### src/hw/rtl/pbrd_pkg.sv
package pbrd_pkg;

	localparam int MAX_ROW_BYTES = 1024;
	localparam int MAX_PLANES    = 8;
	localparam int MAX_ROWS      = 1024;

	localparam int ROWB_W  = 11;
	localparam int PLANE_W = 3;
	localparam int PCNT_W  = 4;
	localparam int ROW_W   = 10;
	localparam int RCNT_W  = 11;
	localparam int COL_W   = 10;
	localparam int CFG_W   = 11;
	localparam int CIDX_W  = 2;

	localparam logic [CIDX_W-1:0] REG_MODE      = 2'd0;
	localparam logic [CIDX_W-1:0] REG_ROW_BYTES = 2'd1;
	localparam logic [CIDX_W-1:0] REG_PLANES    = 2'd2;
	localparam logic [CIDX_W-1:0] REG_ROWS      = 2'd3;

	localparam logic              RST_MODE      = 1'b1;
	localparam logic [ROWB_W-1:0] RST_ROW_BYTES = 11'd40;
	localparam logic [PCNT_W-1:0] RST_PLANES    = 4'd5;
	localparam logic [RCNT_W-1:0] RST_ROWS      = 11'd256;

	localparam logic [7:0] NOOP_HEADER = 8'h80;

	typedef enum logic [1:0] {
		PH_HEADER,
		PH_LITERAL,
		PH_REPEAT
	} phase_t;

	typedef struct packed {
		logic              mode;
		logic [ROWB_W-1:0] row_bytes;
		logic [PCNT_W-1:0] planes;
		logic [RCNT_W-1:0] rows;
	} cfg_t;

	typedef struct packed {
		logic [7:0]         value;
		logic [7:0]         repeat_res;
		logic [PLANE_W-1:0] plane_index;
		logic [ROW_W-1:0]   row_index;
		logic [COL_W-1:0]   column;
		logic               row_end;
		logic               image_end;
		logic               overrun_error;
	} res_t;

	function automatic logic [ROWB_W-1:0] clamp_rowb(input logic [ROWB_W-1:0] v);
		logic [ROWB_W-1:0] r;
		r = v;
		if (v == '0)
			r = ROWB_W'(1);
		else if (v > ROWB_W'(MAX_ROW_BYTES))
			r = ROWB_W'(MAX_ROW_BYTES);
		return r;
	endfunction

	function automatic logic [PCNT_W-1:0] clamp_planes(input logic [PCNT_W-1:0] v);
		logic [PCNT_W-1:0] r;
		r = v;
		if (v == '0)
			r = PCNT_W'(1);
		else if (v > PCNT_W'(MAX_PLANES))
			r = PCNT_W'(MAX_PLANES);
		return r;
	endfunction

	function automatic logic [RCNT_W-1:0] clamp_rows(input logic [RCNT_W-1:0] v);
		logic [RCNT_W-1:0] r;
		r = v;
		if (v == '0)
			r = RCNT_W'(1);
		else if (v > RCNT_W'(MAX_ROWS))
			r = RCNT_W'(MAX_ROWS);
		return r;
	endfunction

endpackage

### src/hw/rtl/pbrd_cfg.sv
module pbrd_cfg (
	input  logic                         clk,
	input  logic                         arst_n,
	input  logic                         cfg_we,
	input  logic [pbrd_pkg::CIDX_W-1:0]  cfg_index,
	input  logic [pbrd_pkg::CFG_W-1:0]   cfg_data,
	output pbrd_pkg::cfg_t               cfg,
	output logic                         restart
);
	import pbrd_pkg::*;

	logic              mode_q;
	logic [ROWB_W-1:0] row_bytes_q;
	logic [PCNT_W-1:0] planes_q;
	logic [RCNT_W-1:0] rows_q;

	always_ff @(posedge clk or negedge arst_n) begin
		if (!arst_n) begin
			mode_q      <= RST_MODE;
			row_bytes_q <= RST_ROW_BYTES;
			planes_q    <= RST_PLANES;
			rows_q      <= RST_ROWS;
		end else if (cfg_we) begin
			case (cfg_index)
				REG_MODE:      mode_q      <= cfg_data[0];
				REG_ROW_BYTES: row_bytes_q <= cfg_data[ROWB_W-1:0];
				REG_PLANES:    planes_q    <= cfg_data[PCNT_W-1:0];
				REG_ROWS:      rows_q      <= cfg_data[RCNT_W-1:0];
				default: ;
			endcase
		end
	end

	// decode state restarts after any write; it sees the new value next cycle
	always_comb begin
		restart = 1'b0;
		case (cfg_index)
			REG_MODE, REG_ROW_BYTES, REG_PLANES, REG_ROWS: restart = cfg_we;
			default: restart = 1'b0;
		endcase
	end

	assign cfg.mode      = mode_q;
	assign cfg.row_bytes = clamp_rowb(row_bytes_q);
	assign cfg.planes    = clamp_planes(planes_q);
	assign cfg.rows      = clamp_rows(rows_q);

endmodule

### src/hw/rtl/pbrd_step.sv
module pbrd_step (
	input  logic           clk,
	input  logic           arst_n,
	input  pbrd_pkg::cfg_t cfg,
	input  logic           restart,
	input  logic           step_en,
	input  logic [7:0]     byte_s1,
	output pbrd_pkg::res_t res,
	output logic           res_vld
);
	import pbrd_pkg::*;

	phase_t             phase_q, phase_n;
	logic [7:0]         lit_q, lit_n;
	logic [7:0]         pend_q, pend_n;
	logic [ROWB_W-1:0]  left_q, left_n;
	logic [PLANE_W-1:0] plane_q, plane_n;
	logic [ROW_W-1:0]   row_q, row_n;
	logic               fin_q, fin_n;
	logic               err_q, err_n;
	logic               pend_seen_q;

	logic               emitting, ovr, row_end, image_end;
	logic [7:0]         count, hc;
	logic [ROWB_W-1:0]  left_sub, col_full;
	logic [PCNT_W-1:0]  plane_inc;
	logic [RCNT_W-1:0]  row_inc;

	always_comb begin
		phase_n   = phase_q;
		lit_n     = lit_q;
		pend_n    = pend_q;
		left_n    = left_q;
		plane_n   = plane_q;
		row_n     = row_q;
		fin_n     = fin_q;
		err_n     = err_q;
		emitting  = 1'b0;
		ovr       = 1'b0;
		count     = 8'd1;
		hc        = 8'd1;
		row_end   = 1'b0;
		image_end = 1'b0;
		left_sub  = left_q;
		plane_inc = {1'b0, plane_q} + PCNT_W'(1);
		row_inc   = {1'b0, row_q} + RCNT_W'(1);

		if (!fin_q && !err_q) begin
			if (!cfg.mode) begin
				emitting = 1'b1;
			end else begin
				case (phase_q)
					PH_LITERAL: begin
						if (lit_q != 8'd0)
							lit_n = lit_q - 8'd1;
						if (lit_n == 8'd0)
							phase_n = PH_HEADER;
						emitting = 1'b1;
					end
					PH_REPEAT: begin
						count    = (pend_q == 8'd0) ? 8'd1 : pend_q;
						pend_n   = 8'd0;
						phase_n  = PH_HEADER;
						emitting = 1'b1;
					end
					PH_HEADER: begin
						if (!byte_s1[7]) begin
							hc = {1'b0, byte_s1[6:0]} + 8'd1;
							if ({3'b0, hc} > left_q) begin
								ovr   = 1'b1;
								err_n = 1'b1;
							end else begin
								lit_n   = hc;
								phase_n = PH_LITERAL;
							end
						end else if (byte_s1 != NOOP_HEADER) begin
							hc = 8'd1 - byte_s1;
							if ({3'b0, hc} > left_q) begin
								ovr   = 1'b1;
								err_n = 1'b1;
							end else begin
								pend_n  = hc;
								phase_n = PH_REPEAT;
							end
						end
					end
					default: phase_n = PH_HEADER;
				endcase
			end
		end

		if (emitting) begin
			left_sub = ({3'b0, count} >= left_q) ? '0 : left_q - {3'b0, count};
			left_n   = left_sub;
			if (left_sub == '0) begin
				row_end = 1'b1;
				phase_n = PH_HEADER;
				lit_n   = 8'd0;
				pend_n  = 8'd0;
				left_n  = cfg.row_bytes;
				plane_n = plane_inc[PLANE_W-1:0];
				if (plane_inc >= cfg.planes) begin
					plane_n = '0;
					row_n   = row_inc[ROW_W-1:0];
					if (row_inc >= cfg.rows) begin
						row_n     = '0;
						fin_n     = 1'b1;
						image_end = 1'b1;
					end
				end
			end
		end
	end

	assign col_full = cfg.row_bytes - left_q;

	always_comb begin
		res_vld           = emitting || ovr;
		res.value         = ovr ? 8'd0 : byte_s1;
		res.repeat_res    = ovr ? 8'd0 : count;
		res.plane_index   = plane_q;
		res.row_index     = row_q;
		res.column        = col_full[COL_W-1:0];
		res.row_end       = row_end;
		res.image_end     = image_end;
		res.overrun_error = ovr;
	end

	// left_q is loaded from the clamped row length on the first cycle out of reset
	always_ff @(posedge clk or negedge arst_n) begin
		if (!arst_n) begin
			phase_q     <= PH_HEADER;
			lit_q       <= '0;
			pend_q      <= '0;
			left_q      <= RST_ROW_BYTES;
			plane_q     <= '0;
			row_q       <= '0;
			fin_q       <= 1'b0;
			err_q       <= 1'b0;
			pend_seen_q <= 1'b0;
		end else if (restart) begin
			phase_q     <= PH_HEADER;
			lit_q       <= '0;
			pend_q      <= '0;
			left_q      <= '0;
			plane_q     <= '0;
			row_q       <= '0;
			fin_q       <= 1'b0;
			err_q       <= 1'b0;
			pend_seen_q <= 1'b0;
		end else begin
			if (!pend_seen_q) begin
				left_q      <= cfg.row_bytes;
				pend_seen_q <= 1'b1;
			end
			if (step_en && pend_seen_q) begin
				phase_q <= phase_n;
				lit_q   <= lit_n;
				pend_q  <= pend_n;
				left_q  <= left_n;
				plane_q <= plane_n;
				row_q   <= row_n;
				fin_q   <= fin_n;
				err_q   <= err_n;
			end
		end
	end

endmodule

### src/hw/rtl/planar_byterun1_decoder.sv
// Decodes an interleaved planar image body, one byte per beat, in pass-through
// or ByteRun1 mode. Steady rate is one byte per clock while out_ready is high:
// each byte is held in the input register, is decoded against the position and
// run state, and its result lands in the result register.
// Header and no-op bytes give no result, but a header whose run overruns the row
// gives an overrun result; a repeat run gives one result with a count. The cycle
// after reset and the cycle after any register write reload the row length and
// hold the decode step; keep config writes to idle periods.
module planar_byterun1_decoder (
	input  logic                               clk,
	input  logic                               arst_n,
	input  logic                               in_valid,
	output logic                               in_ready,
	input  logic [7:0]                         body_byte,
	output logic                               out_valid,
	input  logic                               out_ready,
	output logic [7:0]                         value,
	output logic [7:0]                         repeat_res,
	output logic [pbrd_pkg::PLANE_W-1:0]       plane_index,
	output logic [pbrd_pkg::ROW_W-1:0]         row_index,
	output logic [pbrd_pkg::COL_W-1:0]         column,
	output logic                               row_end,
	output logic                               image_end,
	output logic                               overrun_error,
	input  logic                               cfg_we,
	input  logic [pbrd_pkg::CIDX_W-1:0]        cfg_index,
	input  logic [pbrd_pkg::CFG_W-1:0]         cfg_data
);
	import pbrd_pkg::*;

	cfg_t       cfg;
	logic       restart;
	logic       valid_s1;
	logic [7:0] byte_s1;
	logic       out_valid_q;
	res_t       res, res_q;
	logic       res_vld;
	logic       adv;
	logic       ready_q;

	pbrd_cfg u_cfg (
		.clk       (clk),
		.arst_n    (arst_n),
		.cfg_we    (cfg_we),
		.cfg_index (cfg_index),
		.cfg_data  (cfg_data),
		.cfg       (cfg),
		.restart   (restart)
	);

	// step holds until the row length is loaded after reset or restart
	assign adv      = valid_s1 && ready_q && (!out_valid_q || out_ready);
	assign in_ready = !valid_s1 || adv;

	pbrd_step u_step (
		.clk     (clk),
		.arst_n  (arst_n),
		.cfg     (cfg),
		.restart (restart),
		.step_en (adv),
		.byte_s1 (byte_s1),
		.res     (res),
		.res_vld (res_vld)
	);

	always_ff @(posedge clk or negedge arst_n) begin
		if (!arst_n) begin
			ready_q <= 1'b0;
		end else begin
			ready_q <= !restart;
		end
	end

	always_ff @(posedge clk or negedge arst_n) begin
		if (!arst_n) begin
			valid_s1 <= 1'b0;
		end else if (in_ready) begin
			valid_s1 <= in_valid;
		end
	end

	always_ff @(posedge clk) begin
		if (in_ready && in_valid)
			byte_s1 <= body_byte;
	end

	always_ff @(posedge clk or negedge arst_n) begin
		if (!arst_n) begin
			out_valid_q <= 1'b0;
		end else begin
			out_valid_q <= (adv && res_vld) || (out_valid_q && !out_ready);
		end
	end

	always_ff @(posedge clk) begin
		if (adv && res_vld)
			res_q <= res;
	end

	assign out_valid     = out_valid_q;
	assign value         = res_q.value;
	assign repeat_res    = res_q.repeat_res;
	assign plane_index   = res_q.plane_index;
	assign row_index     = res_q.row_index;
	assign column        = res_q.column;
	assign row_end       = res_q.row_end;
	assign image_end     = res_q.image_end;
	assign overrun_error = res_q.overrun_error;

`ifndef NO_ASSERTIONS
	a_ovr_empty: assert property (@(posedge clk) disable iff (!arst_n)
		out_valid_q && res_q.overrun_error |->
			res_q.repeat_res == 8'd0 && !res_q.row_end && !res_q.image_end)
		else $error("overrun beat carries data");

	a_count_nz: assert property (@(posedge clk) disable iff (!arst_n)
		out_valid_q && !res_q.overrun_error |-> res_q.repeat_res != 8'd0)
		else $error("data beat with zero count");

	a_img_row: assert property (@(posedge clk) disable iff (!arst_n)
		out_valid_q && res_q.image_end |-> res_q.row_end)
		else $error("image end without row end");

	a_stall: assert property (@(posedge clk) disable iff (!arst_n)
		!in_ready |-> valid_s1 && (!ready_q || (out_valid_q && !out_ready)))
		else $error("input stalled without cause");
`endif

endmodule
### config.mk
export PLATFORM = sky130hd
export DESIGN_NAME = planar_byterun1_decoder
export DESIGN_NICKNAME = d
export VERILOG_FILES = /design/src/hw/rtl/pbrd_pkg.sv /design/src/hw/rtl/pbrd_cfg.sv /design/src/hw/rtl/pbrd_step.sv /design/src/hw/rtl/planar_byterun1_decoder.sv
export SDC_FILE = /design/constraint.sdc
export NUM_CORES = 1
export LEC_CHECK = 0
export ABC_AREA = 1
export BUFFER_PORTS_ARGS = -buffer_cell sky130_fd_sc_hd__buf_2
export CAP_MARGIN = 0
export CELL_PAD_IN_SITES_DETAIL_PLACEMENT = 1
export CELL_PAD_IN_SITES_GLOBAL_PLACEMENT = 1
export CORE_ASPECT_RATIO = 1.25
export CORE_MARGIN = 4
export CORE_UTILIZATION = 35
export CTS_BUF_LIST = sky130_fd_sc_hd__clkbuf_16
export CTS_CLUSTER_SIZE = 20
export DETAILED_ROUTE_END_ITERATION = 10
export GPL_TIMING_DRIVEN = 0
export PLACE_DENSITY_LB_ADDON = 0.1
export SKIP_LAST_GASP = 1
export SYNTH_ARGS = -nofsm -noshare
export SYNTH_HDL_FRONTEND = slang
export SYNTH_HIERARCHICAL = 1
export SYNTH_SLANG_ARGS = --single-unit
### constraint.sdc
create_clock -name clk -period 5.66 [get_ports clk]
set_input_delay 1.698 -clock clk [delete_from_list [all_inputs] [get_ports clk]]
set_output_delay 1.698 -clock clk [all_outputs]
set_load 0.01 [all_outputs]
# == Word level (Yosys, flattened, before mapping) ==
# Cells that the tools add are included.
# classes
addsub,7
mul,0
n_div,0
order_cmp,8
eq_ne,10
shift,0
muxes,91
bitwise_logic,0
reduce_logical,47
# op_table
cell,n
$mux 8,25
$mux 11,10
$mux 10,6
$logic_not 11->1,3
$pmux 8 s2,2
$mux 1,29
$gt 11x11->1 const B,2
$gt 8x11->1,2
$mux 2,11
$logic_not 8->1,2
$reduce_bool 2->1,8
$mux 3,5
$add 10x1->11 const B,1
$ge 11x11->1,1
$ge 8x11->1,1
$sub 11x8->11,1
$reduce_and 2->1,5
$sub 10x10->10,1
$ne 3x2->1 const B,3
$add 7x1->8 const B,1
$mux 4,2
$ne 8x8->1 const B,1
$reduce_bool 8->1,1
$sub 1x8->8 const A,1
20 further kinds,39
# word_totals
reg_bits,125
latch_bits,0
ramBits,0
rom_bits,0
inputBits,26
out_inout_bits,44
elab_cells,188
mem_count,0

# == Depth between registers and ports, before layout ==
# Gate-level depths: netlist of the first run.
# depth
ltp_word,14
ltp_mapped,25
depth_no_buf,23

# == Cells and area by module ==
# Netlist of the first run, hierarchy kept.
# by_module_without_submodules
mod,instances,cells_each,area_per_inst_um2,seq_area_each_um2
pbrd_step,1,865,5515.3,1128.6
planar_byterun1_decoder,1,67,1641.6,1576.5
pbrd_cfg,1,188,1415.1,683.2

# == Worst setup path after synthesis of the first run ==
# Ideal clock, no wire load.
# synth_timing
kind,flip-flop to flip-flop
start,reg byte_s1[0]
end,"reg res_q, in the netlist column[0], enable pin"
setup_time_ns,0.442
t_arrival_ns,4.209
t_required_ns,5.218
path_slack_ns,1.010
path_stages_with_launch,19
path_buffers,1
period_less_slack_ns,4.650
cell_sequence,edfxtp_1 -> ha_1 -> nand3_1 -> nor2_1 -> nand2_1 -> xor2_1 -> inv_1 -> ha_1 -> nand2_1 -> o21ai_0 -> nand2_1 -> nand3_1 -> nand2_1 -> nand2_2 -> nand3_1 -> buf_2 -> nand2_1 -> inv_1 -> nor2_1
# synth_via
elab_chain_cells,10
word_cells_on_any_way,14
cone_classes,2 x add/sub; 2 x order compare; 1 x eq/ne; 7 x mux; 2 x reduce/logical
# synth_lines
item,line,source
start: declaration,planar_byterun1_decoder.sv:34,logic [7:0] byte_s1;
start signal: assignment,planar_byterun1_decoder.sv:84,byte_s1 <= body_byte;
$sub 1x8->8,pbrd_step.sv:77,hc = 8'd1 - byte_s1;
$gt 8x11->1,pbrd_step.sv:78,"if ({3'b0, hc} > left_q) begin"
$mux 1,pbrd_step.sv:78,
$mux 1,pbrd_step.sv:76,end else if (byte_s1 != NOOP_HEADER) begin
$mux 1 (*),pbrd_step.sv:67,if (!byte_s1[7]) begin
$mux 1 (*),pbrd_step.sv:52,case (phase_q)
$mux 1 (*),pbrd_step.sv:49,if (!cfg.mode) begin
$mux 1 (*),pbrd_step.sv:48,if (!fin_q && !err_q) begin
$logic_or 1x1->1 (*),pbrd_step.sv:118,res_vld = emitting || ovr;
named net res_vld,planar_byterun1_decoder.sv:37,logic res_vld;
$logic_and 1x1->1 (*),planar_byterun1_decoder.sv:96,if (adv && res_vld)
end signal: assignment,planar_byterun1_decoder.sv:97,res_q <= res;
end: declaration,planar_byterun1_decoder.sv:36,"res_t res, res_q;"
# The timed path passes the listed nets; every way through them passes the cells marked *.
# A chain may end at the register's enable or synchronous reset.

# == Worst setup path in the final report of the first run ==
# layout_timing
start,reg byte_s1[0]
end,"reg res_q, in the netlist plane_index[1], enable pin"
# The elaborated chain is that of the path after synthesis.

==> results of run 1 <==
==> path summary, 6_finish.rpt <==
path	to	cells past startpoint	slack (ns)	startpoint
max in group asynchronous	u_cfg/mode_q$_DFFE_PN1P_	2	3.84	arst_n
worst min register to register	u_cfg/rows_q[8]$_DFFE_PN1P_	2	0.48	u_cfg/rows_q[8]$_DFFE_PN1P_
worst max register to register	plane_index[1]$_DFFE_PP_	20	1.20	byte_s1[0]$_DFFE_PP_
min in group asynchronous	u_step/lit_q[3]$_DFFE_PN0N_	1	1.16	arst_n
worst max-delay path	plane_index[1]$_DFFE_PP_	20	1.20	byte_s1[0]$_DFFE_PP_
worst min-delay path	u_cfg/rows_q[8]$_DFFE_PN1P_	2	0.48	u_cfg/rows_q[8]$_DFFE_PN1P_
==> metal layers <==
layer  wire length [um]  GRT usage (%)  up-vias  share of wire, %
met2              13480          36.46       79                53
met5                  0              0        -                 0
met4                271          4.251        0               1.1
met1              11000          23.45     3658                43
li1                   -              -     3789                 -
met3                599          3.040       21               2.4
==> stage by stage <==
| stage | hold slack [ns] | instances |
|---|---|---|
| after floorplan | 0.4425 | 1120 |
| after global placement | 0.4667 | 1514 |
| after detailed placement | 0.4755 | 1517 |
| after CTS | 0.4862 | 1549 |
| after global routing | 0.5055 | 1549 |
| final | 0.4844 | 1549 |
==> area by class of cell <==
class	instances	area share (%)
multi-input cells	770	42.66
flip-flops and latches	125	33.91
inverters	195	7.325
repair buffers	72	4.308
clock buffers	17	4.257
well taps	325	4.070
plain buffers	30	1.966
clock inverters	15	1.503
==> cell usage in the layout, fill, tap and decap left out, drive strengths merged, types with 2 or more instances in the layout <==
| cell type | n |
|---|---|
| a21o | 2 |
| a21oi | 41 |
| buf | 91 |
| bufinv | 2 |
| clkbuf | 28 |
| clkinv | 9 |
| clkinvlp | 5 |
| dfrtp | 67 |
| dfstp | 8 |
| edfxtp | 50 |
| fa | 2 |
| ha | 58 |
| inv | 194 |
| nand2 | 296 |
| nand3 | 71 |
| nand3b | 3 |
| nand4 | 27 |
| nor2 | 107 |
| nor3 | 9 |
| o21a | 3 |
| o21ai | 99 |
| o22ai | 14 |
| xnor2 | 7 |
| xor2 | 21 |
==> flip-flops by register name, summed over array words and instances, names as in the netlist, 2 cells and up <==
register / flops
u_step/plane_q: 3
plane_index: 3
row_index: 10
u_step/left_q: 11
value: 8
byte_s1: 8
repeat_res: 8
u_step/pend_q: 8
u_step/phase_q: 2
u_step/row_q: 10
u_cfg/rows_q: 11
u_cfg/row_bytes_q: 11
u_step/lit_q: 8
column: 10
u_cfg/planes_q: 4
==> kinds of logic after synthesis <==
group / Yosys count
AND/OR/NAND/NOR: 517
XOR/XNOR: 28
adder cells (fa/ha/maj): 60
flip-flops: 125
AO/OA/AOI/OAI: 165
buffers and inverters: 225
==> critical path, delay by kind of cell, from the launching register on <==
family / cells / cell delay, ns
DFF: 1 / 0.52
adders and majority gates: 2 / 0.58
xor gates and xnor gates: 1 / 0.14
AOI/OAI and AO/OA: 1 / 0.18
and+or+nand+nor: 11 / 1.78
buffers and inverters: 5 / 0.93
==> power by group through the flow <==
stage	logic [mW]	registers, mW	clock network [mW]
detailed placement	1.38	1.21	0
floorplan	0.946	1.21	0
global placement	1.33	1.21	0
finish	1.36	1.19	1.09
CTS	1.38	1.19	1.12
global route	1.56	1.21	1.17
==> results.toml, run 1 <==
[critical_path]
path_cells = "ha_1, nand3_1, nor2_1, nand2_1, xor2_1, inv_1, ha_1, nand2_1, o21ai_0, nand2_1, nand3_1, nand2_1, nand2_2, nand3_1, buf_2, nand2_1, inv_1, nor2_4, buf_16, buf_16"
cp_slowest_cell = "edfxtp_1"
critPathLaunchType = "flop"
slowest_delay_ns = 0.52
end_kind = "flop"
cp.arrival_ns = 4.59
path_class = "flop to flop"
required_ns = 5.79
cpMostUsedCell = "nand2_1"
crit_fanout = 18

[route]
drcViolationCount = 0
drt_iter0_markers = 340
first_pass_iters = 4
wirelength_um = 25350
ant_nets = 0
vias = 7547
vias_per_cell = 4.872
wl_per_cell_um = 16.36

[place]
place_area_um2 = 9417
gp_congestion = 0.8433
hpwlAfterDp_um = 20090
port_buffers = 69
pre_cts_ws_ns = 1.089

[clock_network]
post_cts_resize_count = 0
cts.clk_slew.worst_paths_ns = 0.06
cts_buffers = 17
clk_latency_ns = 0.42
cts_tree = "done"
root_buffer = "clkbuf_16"
postCtsSetupRepairBufs = 0
h-tree-depth = 4
cts_hold_buf = 0
clockBufferDepth = 2
cts_sinks = 125

[floorplanning]
dieWidth_um = 148.0
die_area_um2 = 27080
pin_count = 70
die_h_um = 183.0
row_count = 63
core_region_area_um2 = 23880
start_util_pct = 35.89

[final_layout]
final_area_um2 = 9992
final_core_util_pct = 41.84
fillers = 2979
antenna_cells = 0
seqCellArea_um2 = 3388
syn_to_final_growth_pct = 16.57
multi_input_area_um2 = 4263
drive_above_1_share_pct = 15.85
nets = 1297

[job]
cap_violations = 0

[grt]
grt_usage_pct = 19.46
grt_max_degree = 64
antenna_found_initial = 0
first_global_vias = 7922
grt_pass1_wl_um = 41730
gr-total-overflow = 0

[pwr]
p_int_mw = 2.219
ir_drop_v = 0.0001909
pwr-share-seq_pct = 32.6
power_frac_comb_pct = 37.5
powerDensity_nw_per_um2 = 364.1
power.switching_mw = 1.419
total_power_mw = 3.638
p_leak_nw = 5.005
p_clk_share_pct = 29.9
sw_frac_of_total_pct = 39.00

[synthesis]
netlist_top_cells_area = "dfrtp_1, edfxtp_1, nand2_1"
syn_nets = 1206
avgSynthCellArea_um2 = 7.654
synth_cell_types = 46
synth_edf_count = 50
ys.flop_type = "dfrtp_1"
yosys_warnings = 6
synth-seq-cells = 125
synth.top_cell.area_share_pct = 19.56
synth_top_family_by_area = "simple AND/OR/NAND/NOR gates"
syn_area_um2 = 8572
muxShareOfSynthArea_pct = 0
synthXorXnorAreaFrac_pct = 2.861
postSynth.asyncResetShare_pct = 60.00
yosysMostFrequentCell = "nand2_1"
ys_seq_area_share_pct = 39.53
synthAdderAreaFrac_pct = 8.933
synth_common_cells = "nand2_1, inv_1, nor2_1"
syn_inst = 1120
synthSimpleGateAreaFrac_pct = 27.25
synth.largest_area_cell = "dfrtp_1"
synth_compound_area_share_pct = 10.60

[sta]
fin_crit_sh_pct = 78.86
finalCriticalPeriod_ns = 4.463
slew_headroom_pct = 30.73
worst_pin_slew_ns = 1.039
finalMaxSlewViolations = 0
fmax_mhz = 224.0
rsz0062_at_grt = "false"
hold_viol = 0
setup_violations = 0
clock_skew_ns = 0.01166
setup_tns_ns = 0
worst_slack_ns = 1.197

[min_path]
hold_class = "flop to flop"

[status]
outcome = "complete, no violations"
Note: power is estimated with default switching activity, not from simulation.
==> run 2, diff against run 1 <==
==> constraint.sdc (replaced) <==
create_clock -name clk -period 4.3 [get_ports clk]
set_input_delay 1.29 -clock clk [delete_from_list [all_inputs] [get_ports clk]]
set_output_delay 1.29 -clock clk [all_outputs]
set_load 0.01 [all_outputs]
==> run 2 against run 1 <==
  * Combinational power increased by 32%
  * First-iteration DRC count fell by 17%
  * Clock power increased by 39%
  * Via count up 0.41%
  * Count of clock-buffer cells in the layout unchanged
  * Cell count barely moved
==> results.toml, run 2 (synthesis results as in run 1) <==
[place]
dp.cells = 1517
hpwlAfterDp_um = 19860
place_area_um2 = 9417
gp_congestion = 0.8487
port_buffers = 69

[final_layout]
fillers = 2990
final_core_util_pct = 42.04
final_area_um2 = 10040
syn_to_final_growth_pct = 17.14
mostFrequentLayoutCells = "nand2_1, inv_1, nor2_1"
reg_top3 = "u_cfg/row_bytes_q x11, u_cfg/rows_q x11, u_step/left_q x11"
finalNonFillerCells = 1550
layout_commonest_cell = "nand2_1"
antenna_cells = 0
drive_above_1_share_pct = 16.16
nets = 1298

[sta]
slew_headroom_pct = 30.02
fmax_mhz = 255.8
worst_pin_slew_ns = 1.050
clock_skew_ns = 0.008973
finalCriticalPeriod_ns = 3.909
rsz0062_at_grt = "false"
hold_viol = 0
fin_crit_sh_pct = 90.90
finalMaxSlewViolations = 0
setup_violations = 0

[clock_network]
cts_tree = "done"
root_buffer = "clkbuf_16"
cts.clk_slew.worst_paths_ns = 0.06
cts_buffers = 17
h-tree-depth = 4
clockBufferDepth = 2
clk_latency_ns = 0.42
cts_sinks = 125

[min_path]
hp-start = "u_cfg/rows_q[8]$_DFFE_PN1P_"
hold_class = "flop to flop"
min_to = "u_cfg/rows_q[8]$_DFFE_PN1P_"
hold_depth = 2

[critical_path]
worst-r2r-setup-slack_ns = 0.39
cp-startpoint = "byte_s1[1]$_DFFE_PP_"
cp_slowest_cell = "edfxtp_1"
cpMostUsedCell = "nand2_1"
path_class = "flop to flop"
cp.arrival_ns = 4.04
path_cells = "ha_1, nand3_1, nor2_1, nand2_1, xor2_1, inv_1, ha_1, nand2_1, o21ai_0, nand2_1, nand3_1, nand2_1, nand2_2, nand3_2, buf_2, nand2_1, inv_1, nor2_4, buf_16, buf_16"
critPathLaunchType = "flop"
end_kind = "flop"
slowest_delay_ns = 0.50
timing.rr.start = "byte_s1[1]$_DFFE_PP_"
timing.rr.end = "row_index[0]$_DFFE_PP_"
crit_fanout = 19
reg2regPathDepth = 20
required_ns = 4.43

[grt]
gr-total-overflow = 0
grt_max_degree = 64
antenna_found_initial = 0
grt_usage_pct = 19.43
grt_pass1_wl_um = 41860
first_global_vias = 7996

[route]
drt_iter0_markers = 282
wl_per_cell_um = 16.27
vias = 7578
drcViolationCount = 0
routed-wl-met2_um = 13320
met3_length_um = 770
first_pass_iters = 4
ant_nets = 0
top_layer = "met4"
met1_length_um = 10690
wirelength_um = 25230
vias_per_cell = 4.889

[floorplanning]
die_h_um = 183.0
die_area_um2 = 27080
row_count = 63
pin_count = 70
core_region_area_um2 = 23880
start_util_pct = 35.89
dieWidth_um = 148.0

[status]
outcome = "complete, no violations"

[pwr]
p_leak_nw = 5.058
powerDensity_nw_per_um2 = 485.4
total_power_mw = 4.874
ir_drop_v = 0.0002482

[job]
cap_violations = 0
## run 2: cell count changes in the layout (fill, tap and decap cells not counted), moves of 2 or more
cell | before | now
clkinvlp_4 | 5 | 1
clkinv_2 | 2 | 5
bufinv_16 | 2 | 4
clkbuf_2 | 0 | 2
inv_1 | 188 | 190
## run 2: worst max path at each step
| stage | depth (start not counted) | endpoint | slack [ns] |
|---|---|---|---|
| after CTS | 19 | u_step/lit_q[0]$_DFFE_PN0N_ | 0.003 |
| after global routing | 20 | repeat_res[6]$_DFFE_PP_ | 0.08 |
| after detailed placement | 20 | row_index[7]$_DFFE_PP_ | -0.19 |
| final | 20 | row_index[0]$_DFFE_PP_ | 0.39 |
| after global placement | 18 | column[9]$_DFFE_PP_ | -1.37 |
| after floorplan | 18 | column[0]$_DFFE_PP_ | 0.34 |
## run 2: power by group
part           internal [mW]  switching, mW  total, mW
sequential              1.45          0.117       1.56
combinational          0.628           1.17       1.80
clock                  0.959          0.557       1.52
total                   3.03           1.84       4.87
## run 2: final cells by class
cell class	count	area (um^2)	area share, %
Multi-Input combinational cell	770	4270	42.53
Buffer	30	198.9	1.981
Sequential cell	125	3388	33.74
Clock buffer	17	425.4	4.237
Clock inverter	15	181.4	1.807
Inverter	195	732.0	7.290
Tap cell	325	406.6	4.050
Timing Repair Buffer	73	437.9	4.361
## run 2: per-layer routing
layer	GRT usage (%)	up-vias
met4	5.397	0
met5	0	-
met1	23.12	3649
li1	-	3794
met3	3.262	30
met2	35.98	105
## run 2: critical path, delay by kind of cell, from the launching register on
kind / cells / cell delay [ns]
xor+xnor: 1 / 0.13
simple gates: 11 / 1.45
flops: 1 / 0.50
fa+ha+maj: 2 / 0.54
buf+inv: 5 / 0.83
compound gates: 1 / 0.18
## run 2: through the flow
step                      hold WS [ns]  setup slack, ns  setup TNS (ns)
final                           0.4830           0.3914               0
after global routing            0.5145          0.07701               0
after CTS                       0.4842         0.002510               0
after detailed placement        0.4686          -0.1912          -3.797
after global placement          0.4652           -1.366          -57.18
after floorplan                 0.4425           0.3390               0
## run 2: repair_timing
action,CTS,global route
setup buffers,1,0
hold buffers,0,0
pin swaps,1,0
hold endpoints to repair,0,0
resized for setup,0,5
endpoints found under the setup margin,31,74
